<file path="config.mk">
export PLATFORM = sky130hd
export DESIGN_NAME = bfs_unweighted_shortest_path_top
export DESIGN_NICKNAME = d
export VERILOG_FILES = /design/src/hw/rtl/bfs_pkg.sv /design/src/hw/rtl/bfs_unweighted_shortest_path_top.sv /design/src/hw/rtl/bfs_edge_mem.sv /design/src/hw/rtl/bfs_vert_mem.sv
export SDC_FILE = /design/constraint.sdc
export NUM_CORES = 2
export LEC_CHECK = 0
export BUFFER_PORTS_ARGS = -buffer_cell sky130_fd_sc_hd__buf_4
export CORE_ASPECT_RATIO = 0.5
export CORE_UTILIZATION = 35
export CTS_CLUSTER_SIZE = 40
export DETAILED_ROUTE_END_ITERATION = 6
export PLACE_DENSITY = 0.49
export SLEW_MARGIN = 20
export SYNTH_ARGS = -nofsm -noshare
export SYNTH_HDL_FRONTEND = slang
export SYNTH_MEMORY_MAX_BITS = 65536
export SYNTH_SLANG_ARGS = --single-unit
</file>
<file path="constraint.sdc">
create_clock -name clk -period 4.06 [get_ports clk]
set_input_delay 0.203 -clock clk [delete_from_list [all_inputs] [get_ports clk]]
set_output_delay 0.203 -clock clk [all_outputs]
set_load 0.05 [all_outputs]
</file>
<file path="src/hw/rtl/bfs_pkg.sv">
`timescale 1ns / 1ps
// Shared types and constants for the breadth-first search block.
// No dependencies.
package bfs_pkg;

    localparam int MAX_VERTICES_DEF = 64;
    localparam int MAX_EDGES_DEF    = 256;
    localparam int VW               = 6;
    localparam int CW               = 7;

    localparam logic [1:0] OP_ADD   = 2'd0;
    localparam logic [1:0] OP_CLEAR = 2'd1;
    localparam logic [1:0] OP_RUN   = 2'd2;
    localparam logic [1:0] OP_NOP   = 2'd3;

    localparam logic [1:0] ST_OK    = 2'd0;
    localparam logic [1:0] ST_FULL  = 2'd1;
    localparam logic [1:0] ST_RANGE = 2'd2;

    localparam logic [6:0] UNREACHED = 7'h7F;

    typedef struct packed {
        logic [1:0]    op;
        logic [VW-1:0] vertex_a;
        logic [VW-1:0] vertex_b;
    } in_item_t;

    typedef struct packed {
        logic [VW-1:0] vertex;
        logic [VW-1:0] distance;
        logic          reachable;
        logic [VW-1:0] predecessor;
        logic          has_predecessor;
        logic [1:0]    status;
        logic          last;
    } out_item_t;

    // hop count (7 bits) and parent link (valid bit over 6-bit vertex)
    typedef struct packed {
        logic [6:0] hops;
        logic [6:0] link;
    } vert_entry_t;

endpackage

</file>
<file path="src/hw/rtl/bfs_unweighted_shortest_path_top.sv">
`timescale 1ns / 1ps
// Breadth-first shortest-path engine: control, visit queue, output register.
// Depends on bfs_pkg, bfs_edge_mem, bfs_vert_mem.
// Add-edge and clear items: result valid in the cycle after the item is taken; one item
// per cycle while the output register is free. Search item: reset the N vertex entries,
// seed the source, then per dequeued vertex read its distance and scan every stored edge,
// visit-check each hit; on an empty queue emit one result per vertex (N = vertex_count).
// Search time is set by the single read port of the edge store.
// Reset: edge count 0, vertex_count MAX_VERTICES, no result pending.
module bfs_unweighted_shortest_path_top #(
    parameter int MAX_VERTICES = bfs_pkg::MAX_VERTICES_DEF,
    parameter int MAX_EDGES    = bfs_pkg::MAX_EDGES_DEF
) (
    input  logic                clk,
    input  logic                rst_n,
    input  logic                cfg_valid,
    output logic                cfg_ready,
    input  logic [6:0]          cfg_data,
    input  logic                in_valid,
    output logic                in_ready,
    input  bfs_pkg::in_item_t   in_data,
    output logic                out_valid,
    input  logic                out_ready,
    output bfs_pkg::out_item_t  out_data
);
    import bfs_pkg::*;

    localparam int VAW = $clog2(MAX_VERTICES);
    localparam int QCW = $clog2(MAX_VERTICES + 1);
    localparam int EAW = (MAX_EDGES > 1) ? $clog2(MAX_EDGES) : 1;
    localparam int ETW = $clog2(MAX_EDGES + 1);

    typedef enum logic [3:0] {
        S_IDLE, S_CLEAR, S_SEED, S_DEQ, S_DEQ_WAIT, S_DIST_WAIT,
        S_SCAN_RD, S_SCAN_CHK, S_VIS_CHK, S_EMIT_RD, S_EMIT_WR
    } state_t;

    state_t          state_reg;
    logic [CW-1:0]   vcount_reg;
    logic [ETW-1:0]  etotal_reg;
    logic [ETW-1:0]  e_reg;
    logic [QCW-1:0]  head_reg;
    logic [QCW-1:0]  tail_reg;
    logic [CW-1:0]   idx_reg;
    logic [VW-1:0]   src_reg;
    logic [VW-1:0]   v_reg;
    logic [VW-1:0]   dst_reg;
    logic [6:0]      dv_reg;
    logic            out_valid_reg;
    logic            out_valid_next;
    out_item_t       out_data_reg;

    logic [VW-1:0]   queue [MAX_VERTICES];
    logic [VW-1:0]   q_rdata;
    logic            q_we;
    logic [VAW-1:0]  q_waddr;
    logic [VW-1:0]   q_wdata;

    logic            e_we;
    logic [EAW-1:0]  e_raddr;
    logic [2*VW-1:0] e_rdata;
    logic            v_we;
    logic [VAW-1:0]  v_waddr;
    vert_entry_t     v_wdata;
    logic [VAW-1:0]  v_raddr;
    vert_entry_t     v_rdata;

    logic            accept;
    logic            out_free;
    logic            out_set;
    logic            add_range_err;
    logic            run_range_err;
    logic            add_full;
    logic [1:0]      idle_status;
    logic [VW-1:0]   e_src;
    logic [VW-1:0]   e_dst;
    logic            e_hit;
    logic            e_done;
    logic            discover;
    logic [CW-1:0]   cfg_clamped;

    assign out_free  = !out_valid_reg || out_ready;
    assign in_ready  = (state_reg == S_IDLE) && out_free;
    assign accept    = in_valid && in_ready;
    assign cfg_ready = 1'b1;
    assign out_valid = out_valid_reg;
    assign out_data  = out_data_reg;

    assign add_range_err = ({1'b0, in_data.vertex_a} >= vcount_reg)
                        || ({1'b0, in_data.vertex_b} >= vcount_reg);
    assign run_range_err = {1'b0, in_data.vertex_a} >= vcount_reg;
    assign add_full      = etotal_reg >= ETW'(MAX_EDGES);
    assign e_src         = e_rdata[VW-1:0];
    assign e_dst         = e_rdata[2*VW-1:VW];
    assign e_hit         = (e_src == v_reg) && ({1'b0, e_dst} < vcount_reg);
    assign e_done        = (e_reg + ETW'(1)) >= etotal_reg;
    assign discover      = (v_rdata.hops == UNREACHED) && (tail_reg < QCW'(MAX_VERTICES));

    assign out_set = (accept && (in_data.op != OP_NOP)
                      && !((in_data.op == OP_RUN) && !run_range_err))
                  || (state_reg == S_EMIT_WR);
    assign out_valid_next = out_set || (out_valid_reg && !out_ready);

    always_comb
    begin
        idle_status = ST_OK;
        case (in_data.op)
            OP_ADD:
            begin
                if (add_range_err)
                begin
                    idle_status = ST_RANGE;
                end
                else if (add_full)
                begin
                    idle_status = ST_FULL;
                end
            end
            OP_RUN:
            begin
                if (run_range_err)
                begin
                    idle_status = ST_RANGE;
                end
            end
            default:
            begin
            end
        endcase
    end

    always_comb
    begin
        if (cfg_data == '0)
        begin
            cfg_clamped = CW'(1);
        end
        else if (cfg_data > CW'(MAX_VERTICES))
        begin
            cfg_clamped = CW'(MAX_VERTICES);
        end
        else
        begin
            cfg_clamped = cfg_data;
        end
    end

    // memory controls
    always_comb
    begin
        e_we    = accept && (in_data.op == OP_ADD) && !add_range_err && !add_full;
        e_raddr = e_reg[EAW-1:0];
        v_we    = 1'b0;
        v_waddr = idx_reg[VAW-1:0];
        v_wdata = '{hops: UNREACHED, link: 7'd0};
        v_raddr = v_reg[VAW-1:0];
        q_we    = 1'b0;
        q_waddr = tail_reg[VAW-1:0];
        q_wdata = dst_reg;
        unique case (state_reg)
            S_CLEAR:
            begin
                v_we = 1'b1;
            end
            S_SEED:
            begin
                v_we    = 1'b1;
                v_waddr = src_reg[VAW-1:0];
                v_wdata = '{hops: 7'd0, link: 7'd0};
                q_we    = 1'b1;
                q_waddr = '0;
                q_wdata = src_reg;
            end
            S_DEQ_WAIT:
            begin
                v_raddr = q_rdata[VAW-1:0];
            end
            S_SCAN_CHK:
            begin
                v_raddr = e_dst[VAW-1:0];
            end
            S_VIS_CHK:
            begin
                v_we    = discover;
                v_waddr = dst_reg[VAW-1:0];
                v_wdata = '{hops: dv_reg + 7'd1, link: {1'b1, v_reg}};
                q_we    = discover;
            end
            S_EMIT_RD:
            begin
                v_raddr = idx_reg[VAW-1:0];
            end
            default:
            begin
            end
        endcase
    end

    always_ff @(posedge clk)
    begin
        if (q_we)
        begin
            queue[q_waddr] <= q_wdata;
        end
        q_rdata <= queue[head_reg[VAW-1:0]];
    end

    bfs_edge_mem #(
        .MAX_EDGES (MAX_EDGES),
        .EAW       (EAW)
    ) u_edge_mem (
        .clk   (clk),
        .we    (e_we),
        .waddr (etotal_reg[EAW-1:0]),
        .wdata ({in_data.vertex_b, in_data.vertex_a}),
        .raddr (e_raddr),
        .rdata (e_rdata)
    );

    bfs_vert_mem #(
        .MAX_VERTICES (MAX_VERTICES),
        .VAW          (VAW)
    ) u_vert_mem (
        .clk   (clk),
        .we    (v_we),
        .waddr (v_waddr),
        .wdata (v_wdata),
        .raddr (v_raddr),
        .rdata (v_rdata)
    );

    always_ff @(posedge clk or negedge rst_n)
    begin
        if (!rst_n)
        begin
            state_reg     <= S_IDLE;
            vcount_reg    <= CW'(MAX_VERTICES);
            etotal_reg    <= '0;
            e_reg         <= '0;
            head_reg      <= '0;
            tail_reg      <= '0;
            idx_reg       <= '0;
            out_valid_reg <= 1'b0;
        end
        else
        begin
            if (cfg_valid && cfg_ready)
            begin
                vcount_reg <= cfg_clamped;
            end
            out_valid_reg <= out_valid_next;
            unique case (state_reg)
                S_IDLE:
                begin
                    if (accept)
                    begin
                        out_data_reg <= '{vertex: '0, distance: '0, reachable: 1'b0,
                                          predecessor: '0, has_predecessor: 1'b0,
                                          status: idle_status, last: 1'b1};
                        src_reg <= in_data.vertex_a;
                        case (in_data.op)
                            OP_ADD:
                            begin
                                if (!add_range_err && !add_full)
                                begin
                                    etotal_reg <= etotal_reg + ETW'(1);
                                end
                            end
                            OP_CLEAR:
                            begin
                                etotal_reg <= '0;
                            end
                            OP_RUN:
                            begin
                                if (!run_range_err)
                                begin
                                    idx_reg   <= '0;
                                    state_reg <= S_CLEAR;
                                end
                            end
                            default:
                            begin
                            end
                        endcase
                    end
                end
                S_CLEAR:
                begin
                    idx_reg <= idx_reg + CW'(1);
                    if (idx_reg + CW'(1) == vcount_reg)
                    begin
                        state_reg <= S_SEED;
                    end
                end
                S_SEED:
                begin
                    head_reg  <= '0;
                    tail_reg  <= QCW'(1);
                    state_reg <= S_DEQ;
                end
                S_DEQ:
                begin
                    if (head_reg == tail_reg)
                    begin
                        idx_reg   <= '0;
                        state_reg <= S_EMIT_RD;
                    end
                    else
                    begin
                        head_reg  <= head_reg + QCW'(1);
                        state_reg <= S_DEQ_WAIT;
                    end
                end
                S_DEQ_WAIT:
                begin
                    v_reg     <= q_rdata;
                    state_reg <= S_DIST_WAIT;
                end
                S_DIST_WAIT:
                begin
                    dv_reg <= v_rdata.hops;
                    e_reg  <= '0;
                    if (etotal_reg == '0)
                    begin
                        state_reg <= S_DEQ;
                    end
                    else
                    begin
                        state_reg <= S_SCAN_RD;
                    end
                end
                S_SCAN_RD:
                begin
                    state_reg <= S_SCAN_CHK;
                end
                S_SCAN_CHK:
                begin
                    dst_reg <= e_dst;
                    if (e_hit)
                    begin
                        state_reg <= S_VIS_CHK;
                    end
                    else
                    begin
                        e_reg     <= e_reg + ETW'(1);
                        state_reg <= e_done ? S_DEQ : S_SCAN_RD;
                    end
                end
                S_VIS_CHK:
                begin
                    if (discover)
                    begin
                        tail_reg <= tail_reg + QCW'(1);
                    end
                    e_reg     <= e_reg + ETW'(1);
                    state_reg <= e_done ? S_DEQ : S_SCAN_RD;
                end
                S_EMIT_RD:
                begin
                    if (out_free)
                    begin
                        state_reg <= S_EMIT_WR;
                    end
                end
                S_EMIT_WR:
                begin
                    out_data_reg.vertex <= idx_reg[VW-1:0];
                    out_data_reg.status <= ST_OK;
                    if (v_rdata.hops != UNREACHED)
                    begin
                        out_data_reg.distance  <= v_rdata.hops[VW-1:0];
                        out_data_reg.reachable <= 1'b1;
                    end
                    else
                    begin
                        out_data_reg.distance  <= '0;
                        out_data_reg.reachable <= 1'b0;
                    end
                    out_data_reg.has_predecessor <= v_rdata.link[6];
                    out_data_reg.predecessor <= v_rdata.link[6] ? v_rdata.link[VW-1:0] : '0;
                    out_data_reg.last <= (idx_reg + CW'(1)) == vcount_reg;
                    idx_reg <= idx_reg + CW'(1);
                    if ((idx_reg + CW'(1)) == vcount_reg)
                    begin
                        state_reg <= S_IDLE;
                    end
                    else
                    begin
                        state_reg <= S_EMIT_RD;
                    end
                end
                default:
                begin
                    state_reg <= S_IDLE;
                end
            endcase
        end
    end

endmodule

</file>
<file path="src/hw/rtl/bfs_edge_mem.sv">
`timescale 1ns / 1ps
// Edge store: one write port, one registered read port.
// Depends on bfs_pkg.
module bfs_edge_mem #(
    parameter int MAX_EDGES = bfs_pkg::MAX_EDGES_DEF,
    parameter int EAW       = (MAX_EDGES > 1) ? $clog2(MAX_EDGES) : 1
) (
    input  logic                      clk,
    input  logic                      we,
    input  logic [EAW-1:0]            waddr,
    input  logic [2*bfs_pkg::VW-1:0]  wdata,
    input  logic [EAW-1:0]            raddr,
    output logic [2*bfs_pkg::VW-1:0]  rdata
);
    import bfs_pkg::*;

    logic [2*VW-1:0] mem [MAX_EDGES];

    always_ff @(posedge clk)
    begin
        if (we)
        begin
            mem[waddr] <= wdata;
        end
        rdata <= mem[raddr];
    end

endmodule

</file>
<file path="src/hw/rtl/bfs_vert_mem.sv">
`timescale 1ns / 1ps
// Per-vertex distance and parent link store, registered read.
// Depends on bfs_pkg.
module bfs_vert_mem #(
    parameter int MAX_VERTICES = bfs_pkg::MAX_VERTICES_DEF,
    parameter int VAW          = $clog2(MAX_VERTICES)
) (
    input  logic                  clk,
    input  logic                  we,
    input  logic [VAW-1:0]        waddr,
    input  bfs_pkg::vert_entry_t  wdata,
    input  logic [VAW-1:0]        raddr,
    output bfs_pkg::vert_entry_t  rdata
);
    import bfs_pkg::*;

    vert_entry_t mem [MAX_VERTICES];

    always_ff @(posedge clk)
    begin
        if (we)
        begin
            mem[waddr] <= wdata;
        end
        rdata <= mem[raddr];
    end

endmodule
</file>
# Yosys cells after proc, flatten, opt, wreduce, memory -nomap -nowiden
# Memories as Yosys holds them, arrays and structs flattened. A register that Yosys moved wholly into a read port is not among the register bits.
# Index checks and enable logic that the tools add are counted.
dict set report op_classes {
  n_eq_ne 28
  n_reduce_logical 45
  muxes 47
  magnitude_cmp 7
  add_sub_neg 6
}
# operator count
set op_table {}
lappend op_table {{7-bit 2-to-1 mux} 9}
lappend op_table {{23-bit case mux with 2 select lines} 1}
lappend op_table {{4-bit case mux with 11 select lines} 1}
lappend op_table {{4-bit 2-to-1 mux} 8}
lappend op_table {{7-bit by 1-bit adder with 7-bit output (second input constant)} 4}
lappend op_table {{14-bit case mux with 2 select lines} 1}
lappend op_table {{7-bit case mux with 2 select lines} 2}
lappend op_table {{9-bit case mux with 3 select lines} 1}
lappend op_table {{23-bit 2-to-1 mux} 1}
lappend op_table {{7-bit case mux with 3 select lines} 1}
lappend op_table {{9-bit by 1-bit adder with 9-bit output (second input constant)} 2}
lappend op_table {{6-bit 2-to-1 mux} 3}
lappend op_table {{9-bit 2-to-1 mux} 2}
lappend op_table {{2-bit != test (second input constant)} 9}
lappend op_table {{6-bit case mux with 3 select lines} 1}
lappend op_table {{9-bit case mux with 2 select lines} 1}
lappend op_table {{4-bit by 3-bit equality test with 1-bit output (second input constant)} 4}
lappend op_table {{7-bit equality test} 2}
lappend op_table {{6-bit by 7-bit greater-or-equal comparator with 1-bit output} 2}
lappend op_table {{4-bit equality test (second input constant)} 3}
lappend op_table {{1-bit logical AND} 12}
lappend op_table {{6-bit case mux with 2 select lines} 1}
lappend op_table {{2-bit AND reduction} 6}
lappend op_table {{5-bit AND reduction} 2}
lappend op_table {{other kinds (29)} 54}
dict set report word_totals {
  out_inout_bits 26
  regBits 99
  elab_cells 155
  mem_bits_rw 4352
  mem_count 3
}
# memory words width read_ports rd_ports_with_merged_regs wr line
set mem_list {}
lappend mem_list {u_edge_mem.mem 256 12 1 1 1 bfs_edge_mem.sv:17} ;# logic [2*VW-1:0] mem [MAX_EDGES];
lappend mem_list {u_vert_mem.mem 64 14 1 1 1 bfs_vert_mem.sv:17} ;# vert_entry_t mem [MAX_VERTICES];
lappend mem_list {queue 64 6 1 1 1 bfs_unweighted_shortest_path_top.sv:53} ;# logic [VW-1:0] queue [MAX_VERTICES];

# Depth between registers and ports, before layout
dict set report logic_depth {
  depth_word 9
  ltp_mapped 16
  ltp_nobuf 11
}

# Hierarchy
# Synthesis repeated with hierarchy kept, for this count alone.
dict set report unflattened {
  hier_cells 8311
  hier_area_um2 174343.5
}
# mod area_each_um2 n_inst cells_each
set modules_own_cells {}
lappend modules_own_cells {bfs_edge_mem 118632.5 1 5506}
lappend modules_own_cells {bfs_vert_mem 34878.5 1 1571}
lappend modules_own_cells {bfs_unweighted_shortest_path_top 20832.5 1 1234}

# Worst setup path before layout
# No wires, ideal clock.
dict set report synth_path {
  kind {flip-flop to flip-flop}
  from {reg state_reg[1]}
  to {mem u_vert_mem.mem[0][7] in the netlist's numbering (data pin)}
  period_less_slack_ns 4.489
  path_slack_ns -0.429
  path_buffers 5
  path_stages_with_launch 8
  arrival_ns 3.942
  path_cell_list {dfrtp_1 -> buf_4 -> buf_4 -> clkbuf_1 -> nor3_2 -> clkbuf_1 -> buf_1 -> a21oi_1}
}
# element line
set synth_lines {}
lappend synth_lines {{start, declared} bfs_unweighted_shortest_path_top.sv:38} ;# state_t state_reg;
lappend synth_lines {{start signal, assigned} bfs_unweighted_shortest_path_top.sv:346} ;# state_reg <= e_done ? S_DEQ : S_SCAN_RD;
lappend synth_lines {{start signal, assigned} bfs_unweighted_shortest_path_top.sv:356} ;# state_reg <= e_done ? S_DEQ : S_SCAN_RD;
lappend synth_lines {{end, declared} bfs_vert_mem.sv:17}

# Final worst setup path
dict set report layout_path {
  from {reg state_reg[3]}
  to {reg, netlist name u_vert_mem.rdata[13]}
}
dict set report layout_via {
  elab_chain_cells 2
  word_cells_on_any_way 4
  cone_classes {eq/ne: 3; mux: 1}
}
# element line
set layout_rtl {}
lappend layout_rtl {{4-bit equality test or 4-bit by 3-bit equality test with 1-bit output (tied branches)} bfs_unweighted_shortest_path_top.sv:160} ;# unique case (state_reg)
lappend layout_rtl {{6-bit case mux with 3 select lines *} bfs_unweighted_shortest_path_top.sv:160}
# Mark *: on every way between the ends. The rest lies on a longest branch, timed or not.
# A chain may end at the register's enable or synchronous reset.

==> results.ini <==
[global_route]
grt-ovfl-total = 0
antenna_found_initial = 34
grt_pass1_vias = 88900
grt_use_met2_pct = 31.7
grt_use_met3_pct = 2.86
grt_start_max_net_pins = 157
top_usage_layer = met2
grt_pass1_wl_um = 716000
track_usage_pct = 20.0
gr-usage-met1_pct = 29.4

[power]
switching_power_mw = 38.1
power.internal_mw = 85.2
leakage_nw = 63.4
power_density_nw_per_um2 = 610
comb_power_share_pct = 25.7
sw_frac_of_total_pct = 30.9
pwr-share-seq_pct = 43.2
clkPwrFrac_pct = 31.1
total_power_mw = 123
irDropWorstVdd_mv = 0.735

[routing]
drtIter0Drc = 9942
drt-total-wl_um = 513000
vias_per_cell = 5.38
ant_nets = 0
dr.pass1.iters = 5
post-route-drc-count = 0
wl_per_cell_um = 30.7
num_vias = 90100

[layout]
drive_gt1_share_pct = 24.6
regMostFlops = u_edge_mem.mem
top_regs = u_edge_mem.mem (3072), u_vert_mem.mem (896), queue (384)
nFillCells = 43900
seqCellArea_um2 = 134000
layout-area-overhead-vs-synth_pct = 15.7
multi_input_area_um2 = 38400
largest_register_ffs = 3072
final_nets = 9776

[placement]
routabilityCongestion = 0.823
io_buffers = 50
hpwl_um = 321000

[logic_synthesis]
synth_area_leaders = edfxtp_1, mux4_2, mux2i_1
synth_top_cell_area_share_pct = 75.6
syn_avg_cell_area_um2 = 19.6
synth_area_um2 = 175000
synth_async_sr_flop_share_pct = 1.14
synth_top_cell_by_area = edfxtp_1
yosysSeqAreaShare_pct = 76.7
post-synth-top-count-cell = edfxtp_1
synth_cell_type_count = 92
synth_edf_count = 4400
yosysWarnings = 0
synth_flop_cell = edfxtp_1
synth_commonest_cells = edfxtp_1, mux4_2, nand2_1, nor2_1, mux2i_1
syn_inst = 8922
synth-seq-cells = 4483
syn-num-nets = 8983

[clock_tree]
clk_latency_ns = 0.96
cts_tree = done
cts_sinks = 4483
clockBufferDepth = 4
h-tree-depth = 5
cts-buffers-inserted = 419
cts_root_buf = clkbuf_16
clkTransAtPathRegs_ns = 0.07

[floorplan]
coreArea_um2 = 497000
die_x_um = 1000
die_h_um = 502
start_util_pct = 35.1
num_rows = 183
design.die.area_um2 = 502000
io_pins = 52

[timing]
tns_ns = 0
tightestPinTransition_ns = 1.27
period_needed_ns = 3.94
hold_viol = 0
clock_skew_ns = 0.0498
drv_slew = 0
fin_crit_sh_pct = 97.0
setup_violations = 0
fmax_mhz = 254
rsz0062_at_grt = yes
holdWs_ns = 0.152
max_slew_margin_pct = 15.1

[min_path]
hp-class = in2reg

[critical_path]
crit_fanout = 26
worstPathRequired_ns = 4.87
worstSetupStartpointType = register
critPathCaptureType = register
crit_type = reg2reg
crit_arrival_ns = 4.75

[run]
max_cap_viol_count = 0

[run_status]
status = finished, final reports clean

==> critical path, stage by stage, from the launching register on <==
cell     delay, ns
dfrtp_1       0.49
buf_4         0.22
nor3b_2       0.28
o211a_2       0.26
a22o_4        0.36
buf_12        0.26
buf_4         0.24
mux2i_1       0.21
o22ai_1       0.13
nor3_2        0.39
o22ai_1       0.33
or4_1         0.58
==> cell usage in the layout, fill, tap and decap left out, types with 26 or more instances in the layout <==
cell           Yosys  routed
o21ai_0           35      35
clkbuf_16          0     422
clkinv_1           1      92
a22oi_1           31      31
and2_1            41      35
dfxtp_1           32      32
buf_12             0      93
mux2i_1          324     324
edfxtp_1        4400    4400
buf_4             67     753
clkinv_2           0      63
inv_1             35      32
mux4_2           938     938
a211oi_1          27      26
nor3_1            85      79
nand3_1          207     203
dlygate4sd3_1      0      35
a21oi_1          244     236
nand2_1          818     801
nor2_1           468     464
clkbuf_1         255     109
o221ai_1         100     100
dfrtp_1           50      41
o2111ai_1         41      40
ha_1              35      35
o22ai_1          157     157
==> area by class of cell <==
| cell class | instances | share of cell area, % |
|---|---|---|
| clock inverter | 220 | 0.950 |
| tap | 6660 | 4.12 |
| multi-input combinational | 3878 | 19.0 |
| sequential | 4483 | 66.3 |
| inverter | 38 | 0.0786 |
| clock buffer | 540 | 5.49 |
| antenna | 12 | 0.0149 |
| timing repair buffer | 895 | 4.01 |
==> metal layers <==
layer | vias to the layer above | wire [um] | share of wire [%]
met3 | 569 | 32600 | 6.3
met5 | - | 0 | 0
met2 | 3129 | 239000 | 47
li1 | 37900 | - | -
met1 | 48400 | 230000 | 45
met4 | 0 | 11500 | 2.2
==> through the flow <==
step	cell area (um^2)	worst slack, ns	std cells	utilization [%]
floorplan	175000	-0.410	8922	-
global placement	189000	-0.486	15900	37.9
detailed placement	189000	-0.415	15900	37.9
CTS	202000	0.00204	16700	40.6
global route	202000	-0.0698	16700	40.6
finish	202000	0.123	16700	40.7
==> path summary, 6_finish.rpt <==
path | startpoint | to | slack, ns | cells after the start
max | state_reg[3] | u_vert_mem.rdata[13] | 0.12 | 11
min | in_data[3] | u_edge_mem.mem[180][9] | 0.15 | 2
max reg2reg | state_reg[3] | u_vert_mem.rdata[13] | 0.12 | 11
min reg2reg | q_rdata[5] | v_reg[5] | 0.45 | 0
max in group asynchronous | rst_n | head_reg[0] | 2.12 | 4
min in group asynchronous | rst_n | idx_reg[1] | 0.61 | 4
==> cell families after synthesis <==
| logic type | Yosys count | synth area share (%) |
|---|---|---|
| compound gates | 770 | 2.99 |
| xor+xnor | 44 | 0.221 |
| fa+ha+maj | 35 | 0.251 |
| buf+inv | 561 | 1.50 |
| flops | 4483 | 76.7 |
| mux | 1268 | 14.0 |
| other cells | 1 | 0.00215 |
| simple gates | 1760 | 4.33 |
==> what timing repair did <==
item | CTS | global route
pin swaps | 0 | 0
setup endpoints to repair | 4 | 118
buffers inserted | 0 | 0
hold buffers | 35 | 0
cloned | 0 | 0
resized for setup | 4 | 9
hold endpoints to repair | 667 | 0
==> power by group through the flow <==
stage	Sequential (mW)	Combinational, mW	Clock (mW)
2_1_floorplan	53.8	18.5	0
3_3_place_gp	54.3	31.8	0
3_5_place_dp	54.3	31.9	0
4_1_cts	53.3	32.1	39.1
5_1_grt	53.3	33.5	40.8
6_report	53.3	31.6	38.4
(Power assumes the default switching activity.)
